## src/rtl/rvp_pkg.sv

```systemverilog
package rvp_pkg;

    localparam int FRAC_BITS = 12;
    localparam int ONE_Q     = 1 << FRAC_BITS;
    localparam int MAX_DIM   = 4096;
    localparam int DIST_CAP  = 1 << 18;

    // Pipeline depths
    localparam int OFS_DIV_STEPS = 30;
    localparam int OFS_LAT       = OFS_DIV_STEPS + 4;
    localparam int SQRT_STEPS    = 19;
    localparam int SMOOTH_STEPS  = 13;
    localparam int PIPE_LAT      = OFS_LAT + 2 + SQRT_STEPS + 1 + SMOOTH_STEPS + 6;

    // Register map, indexed by paddr[4:2]
    localparam logic [2:0] REG_FRAME_W   = 3'd0;
    localparam logic [2:0] REG_FRAME_H   = 3'd1;
    localparam logic [2:0] REG_RADIUS    = 3'd2;
    localparam logic [2:0] REG_SOFTNESS  = 3'd3;
    localparam logic [2:0] REG_INTENSITY = 3'd4;
    localparam logic [2:0] REG_CENTER_X  = 3'd5;
    localparam logic [2:0] REG_CENTER_Y  = 3'd6;

    typedef struct packed {
        logic [11:0] column;
        logic [11:0] line;
        logic [7:0]  red;
        logic [7:0]  green;
        logic [7:0]  blue;
        logic [7:0]  alpha;
    } t_pix_in;

    typedef struct packed {
        logic [7:0] red_out;
        logic [7:0] green_out;
        logic [7:0] blue_out;
        logic [7:0] alpha_out;
    } t_pix_out;

endpackage

```

## src/rtl/rvp_offset.sv

```systemverilog
module rvp_offset (
    input  logic               i_clk,
    input  logic [11:0]        i_pos,
    input  logic signed [15:0] i_center,
    input  logic [12:0]        i_dim,
    input  logic [12:0]        i_min,
    output logic [18:0]        o_mag
);

    localparam int NW = rvp_pkg::OFS_DIV_STEPS;

    logic [24:0]        r_lhs;
    logic signed [29:0] r_prod;
    logic [28:0]        r_mag;
    logic [NW-1:0]      r_num;
    logic [30:0]        w_n;
    logic [30:0]        w_abs;

    logic [NW-1:0] r_n [0:NW];
    logic [NW-1:0] r_q [0:NW];
    logic [12:0]   r_r [0:NW];

    always_ff @(posedge i_clk) begin
        r_lhs  <= {i_pos, 1'b1, 12'b0};
        r_prod <= i_center * $signed({1'b0, i_dim});
    end

    // Numerator is (2*pos+1)*2^F - 2*centre*dim
    assign w_n   = {6'b0, r_lhs} - {r_prod, 1'b0};
    assign w_abs = w_n[30] ? (31'd0 - w_n) : w_n;

    always_ff @(posedge i_clk) begin
        r_mag <= w_abs[28:0];
        r_num <= {1'b0, r_mag} + {18'b0, i_min[12:1]};
    end

    assign r_n[0] = r_num;
    assign r_q[0] = '0;
    assign r_r[0] = '0;

    // One quotient bit per stage, restoring
    for (genvar k = 0; k < NW; k++) begin : g_div
        logic [13:0] w_t;
        logic        w_ge;
        assign w_t  = {r_r[k], r_n[k][NW-1]};
        assign w_ge = w_t >= {1'b0, i_min};
        always_ff @(posedge i_clk) begin
            r_n[k+1] <= {r_n[k][NW-2:0], 1'b0};
            r_q[k+1] <= {r_q[k][NW-2:0], w_ge};
            r_r[k+1] <= w_ge ? 13'(w_t - {1'b0, i_min}) : w_t[12:0];
        end
    end

    always_ff @(posedge i_clk) begin
        if (r_q[NW] > NW'(rvp_pkg::DIST_CAP)) begin
            o_mag <= 19'(rvp_pkg::DIST_CAP);
        end else begin
            o_mag <= r_q[NW][18:0];
        end
    end

endmodule

```

## config.mk

```make
export PLATFORM = sky130hd
export DESIGN_NAME = rvp_offset
export DESIGN_NICKNAME = d
export VERILOG_FILES = /design/src/rtl/rvp_pkg.sv /design/src/rtl/rvp_offset.sv
export SDC_FILE = /design/constraint.sdc
export NUM_CORES = 2
export LEC_CHECK = 0
export BUFFER_PORTS_ARGS = -buffer_cell sky130_fd_sc_hd__buf_2
export CORE_ASPECT_RATIO = 0.8
export CORE_MARGIN = 1.5
export CORE_UTILIZATION = 40
export DETAILED_ROUTE_END_ITERATION = 8
export PLACE_DENSITY = 0.68
export SYNTH_ARGS = -nofsm -noshare
export SYNTH_HDL_FRONTEND = slang
export SYNTH_SLANG_ARGS = --single-unit
```

## constraint.sdc

```tcl
create_clock -name i_clk -period 6.9 [get_ports i_clk]
set_input_delay 0.69 -clock i_clk [delete_from_list [all_inputs] [get_ports i_clk]]
set_output_delay 0.69 -clock i_clk [all_outputs]
set_load 0.1 [all_outputs]
```

* Word-level counts from Yosys, hierarchy flattened
Index checks and enable logic that the tools add are counted.
** Word-level totals
- Register bits after elaboration :: 1397
- Word-level logic and storage cells :: 188
- Input port bits :: 55
- Output and inout bits :: 19
** Cells by class
- $add $sub $neg :: 32
- Multiply operators :: 1
- $lt $le $gt $ge :: 31
- Multiplexer cells :: 30
** Operators by type and width (number)
- 14-bit by 13-bit greater-or-equal comparator with 1-bit output :: 29
- 13-bit two-way mux :: 28
- 13-bit subtractor :: 28
- 25-bit by 31-bit subtractor with 31-bit output :: 1
- 29-bit by 12-bit adder with 30-bit output :: 1
- 30-bit by 19-bit > comparator with 1-bit output (second input constant) :: 1
- 16-bit by 14-bit multiplier with 30-bit output :: 1
- 29-bit two-way mux :: 1
- 1-bit by 29-bit subtractor with 29-bit output (first input constant) :: 1
- 1-bit by 13-bit greater-or-equal comparator with 1-bit output :: 1
- 1-bit by 13-bit subtractor with 13-bit output :: 1
- 1-bit two-way mux :: 1

* Logic depth before layout (Yosys ltp)
- Depth after elaboration :: 3
- Mapped depth :: 24
- Depth with buffers taken out :: 23

* Least setup slack after synthesis
No wires, ideal clock.
- Path kind :: input port to flip-flop
- Start :: input i_center[15]
- End :: register r_prod[29]
- Path slack :: 0.072 ns
- Required time :: 6.828 ns
- Library setup time :: 0.072 ns
- Data arrival time :: 6.756 ns
- Buffers on the path :: 1
- Stages :: 19
- Path through :: clkbuf_1 > and2_1 > fa_1 > inv_1 > fa_1 > inv_1 > fa_1 > fa_1 > fa_1 > inv_1 > fa_1 > inv_1 > ha_1 > a2111oi_0 > or3b_2 > o221a_2 > a211o_1 > a21oi_1 > xnor2_1
** Between the ends
- Cells in the longest elaborated chain, start to end :: 1
** Ends and longest elaborated chain
- start: declaration :: RTL line rvp_offset.sv:4 : input logic signed [15:0] i_center,
- 16-bit by 14-bit multiplier with 30-bit output :: RTL line rvp_offset.sv:25 : r_prod <= i_center * $signed({1'b0, i_dim});
- end signal: assignment :: RTL line rvp_offset.sv:25
- end: declaration :: RTL line rvp_offset.sv:13 : logic signed [29:0] r_prod;
Every way passes these cells.
A chain may end at the register's enable or synchronous reset.

* Final worst setup path
- Start :: input i_dim[2]
- End :: register r_prod[29]
** Between the ends
- Cells in the longest elaborated chain, start to end :: 1
** Ends and longest elaborated chain
- start: declaration :: RTL line rvp_offset.sv:5 : input logic [12:0] i_dim,
- 16-bit by 14-bit multiplier with 30-bit output :: RTL line rvp_offset.sv:25
Every way passes these cells.

==> out/metrics.yaml <==
power_and_ir_drop:
  power.share.clock_pct: 19.8
  p_int_w: 0.0234
  p_leak_nw: 29.3
  vdd_ir_drop_max_uv: 537
  switching_share_pct: 36.8
  p_per_area_mw_per_mm2: 560
  p_sw_w: 0.0136
  seqPwrFrac_pct: 34.2
  combPwrFrac_pct: 46.0
route:
  drc_errors: 0
  wl_um: 121000
  vias_per_cell: 4.91
  wl_per_cell_um: 16.0
  antenna_left: 0
  drt_iter0_drc: 1983
  vias: 37000
  firstDrtPassIters: 5
yosys:
  syn_inst: 5360
  synth-xor-area-share_pct: 5.38
  ys_types: 74
  yosysSeqAreaShare_pct: 47.7
  synth_area_leaders: "dfxtp_1, ha_1, fa_1"
  synth_seq_cells: 1396
  synth_commonest_cells: "dfxtp_1, ha_1, inv_1"
  ys.flop_type: "dfxtp_1"
  async_flop_share_pct: 0
  synth_compound_area_share_pct: 7.54
  synth_edf_count: 0
  syn_nets: 6123
  synthMuxAreaShare_pct: 6.60
  synth.top_cell.area_share_pct: 47.7
  mappedNetlistArea_mm2: 0.0586
  synth_top_family_by_area: "adder cells"
  synth-simple-area-share_pct: 11.2
  yosysTopAreaCell: "dfxtp_1"
  synth_fa_ha_area_share_pct: 18.1
  synth.avg_cell_area_um2: 10.9
  synth.most_common_cell: "dfxtp_1"
  yosysWarnings: 0
global_routing:
  grt_pass1_wl_um: 196000
  grtUsageTotal_pct: 16.4
  gr-total-overflow: 0
  antenna_found_initial: 5
  grt_max_degree: 30
  grt_pass1_vias: 37100
critical_path:
  regToRegSetupSlack_ns: 2.86
  cp_max_fo: 9
  required_ns: 7.55
  criticalPathCategory: "in -> reg"
  cp-end-kind: "flip-flop"
  crit_arrival_ns: 6.96
  crit_path_start_kind: "input port"
floorplanning:
  fp.dieW_um: 431
  rows: 125
  pin_count: 74
  initial_core_util_pct: 40.3
  die_h_um: 345
  design.core.area_mm2: 0.145
  die_area_mm2: 0.149
clock_network:
  post_cts_buffers: 0
  cts_tree: "built"
  clk_latency_ns: 0.76
  cts_sinks: 1396
  clkTransAtPathRegs_ns: 0.06
  numCtsBuffers: 130
  htreeDepth: 4
  cts-root-buf: "clkbuf_16"
  ctsResizeCount: 0
  clockBufferDepth: 3
  hold_buffers: 3
placed_design:
  post-place-ws_ns: -0.0903
  dp_hpwl_um: 87800
  placed_cell_area_mm2: 0.0616
  dp.cells: 7297
  gp_congestion: 0.875
  io_buffer_count: 73
finish:
  fin_cells: 7532
  stdcell_area_mm2: 0.0661
  drive_gt1_share_pct: 12.2
  area_delta_synth_final_pct: 12.9
  num-nets-final: 6290
timing:
  worst_slew_pin_slew_ns: 1.30
  finalClockSkew_ns: 0.0325
  finalWorstPathRequiredPeriod_ns: 6.31
  slew_headroom_pct: 13.6
  fin_tns_setup_ns: 0
  fin_ws_ns: 0.589
  rsz0062_at_grt: "false"
  slew_violations: 0
  period_share_pct: 91.5
  setup_viol: 0
  finalHoldViolations: 0
  fmax_mhz: 158
  whs_ns: 0.0634
flow_run:
  maxCapViolCount: 0
hold_path:
  hold_path_class: "in -> reg"
status:
  status: "completed"
-- area by class of cell --
| cell class | instances | area (um^2) |
|---|---|---|
| Fill cell | 13200 | 79200 |
| Multi-Input combinational cell | 3433 | 28800 |
| Sequential cell | 1396 | 27900 |
| Clock buffer | 161 | 3520 |
| Tap cell | 1905 | 2380 |
| Inverter | 427 | 1600 |
| Clock inverter | 70 | 977 |
| Timing Repair Buffer | 139 | 931 |
| Antenna cell | 1 | 2.50 |
-- power groups by stage --
stage | registers (W) | clock network [W] | logic, W
6_report | 0.0127 | 0.00734 | 0.0170
5_1_grt | 0.0130 | 0.00790 | 0.0190
4_1_cts | 0.0127 | 0.00755 | 0.0170
3_5_place_dp | 0.0128 | 0 | 0.0169
3_3_place_gp | 0.0128 | 0 | 0.0165
2_1_floorplan | 0.0126 | 0 | 0.0130
-- layer usage --
| layer | vias to the layer above | track usage [%] | routed length, um |
|---|---|---|---|
| met4 | 0 | 5.68 | 3100 |
| li1 | 18500 | - | - |
| met1 | 17500 | 23.2 | 59600 |
| met3 | 200 | 2.45 | 5790 |
| met2 | 820 | 25.3 | 52200 |
| met5 | - | 0 | 0 |
-- worst paths after layout --
path	from	cells after the start	end
worst max register to register	r_prod[0]$_DFF_P_	11	r_mag[28]$_DFF_P_
worst max-delay path	i_dim[2]	19	r_prod[29]$_DFF_P_
worst min register to register	r_n[891]$_DFF_P_	0	r_n[862]$_DFF_P_
worst min-delay path	i_pos[10]	1	r_lhs[23]$_DFF_P_
-- cell families (layout without fill, tap and decap cells) --
family | count (synthesis) | in the layout
mux | 350 | 350
xor+xnor | 359 | 359
simple gates | 1363 | 1363
other cells | 0 | 1
compound gates | 653 | 653
buf+inv | 531 | 797
flops | 1396 | 1396
fa+ha+maj | 708 | 708
-- cell usage in the layout (no fill, tap or decap), types with 49 or more instances in the layout --
master / n
a21oi_1: 163
buf_4: 58
inv_1: 427
nand3_1: 74
nand4_1: 92
xor2_1: 84
a21boi_0: 60
mux2_2: 287
o21ai_0: 166
mux2i_1: 62
fa_1: 231
and2_1: 150
buf_2: 73
clkbuf_16: 130
ha_1: 477
nor2_1: 409
o31ai_1: 49
xnor2_1: 274
nand2_1: 327
nor3_1: 90
nor2b_1: 122
dfxtp_1: 1396
-- state kept, by name, summed over array words and instances (netlist names) --
register,flops
r_mag,28
r_num,30
r_q,465
r_prod,30
o_mag,19
r_n,406
r_lhs,12
g_div.w_t,406
-- through the flow --
step                      util [%]  power [W]
final                         45.5     0.0370
after CTS                     45.5     0.0373
after global placement        42.4     0.0293
after global routing          45.5     0.0399
after floorplan                  -     0.0256
after detailed placement      42.4     0.0297
-- critical path, stage by stage --
cell and delay (ns):
buf_2 0.17, and2_1 0.23, fa_1 0.61, inv_1 0.07, fa_1 0.52, inv_1 0.13
fa_1 0.58, fa_1 0.45, fa_1 0.54, inv_1 0.05, fa_1 0.50, inv_1 0.04
ha_1 0.30, a2111oi_0 0.71, or3b_2 0.50, o221a_2 0.27, a211o_1 0.27, a21oi_1 0.19
xnor2_1 0.14
No activity file was read; power rests on OpenSTA's default activity.
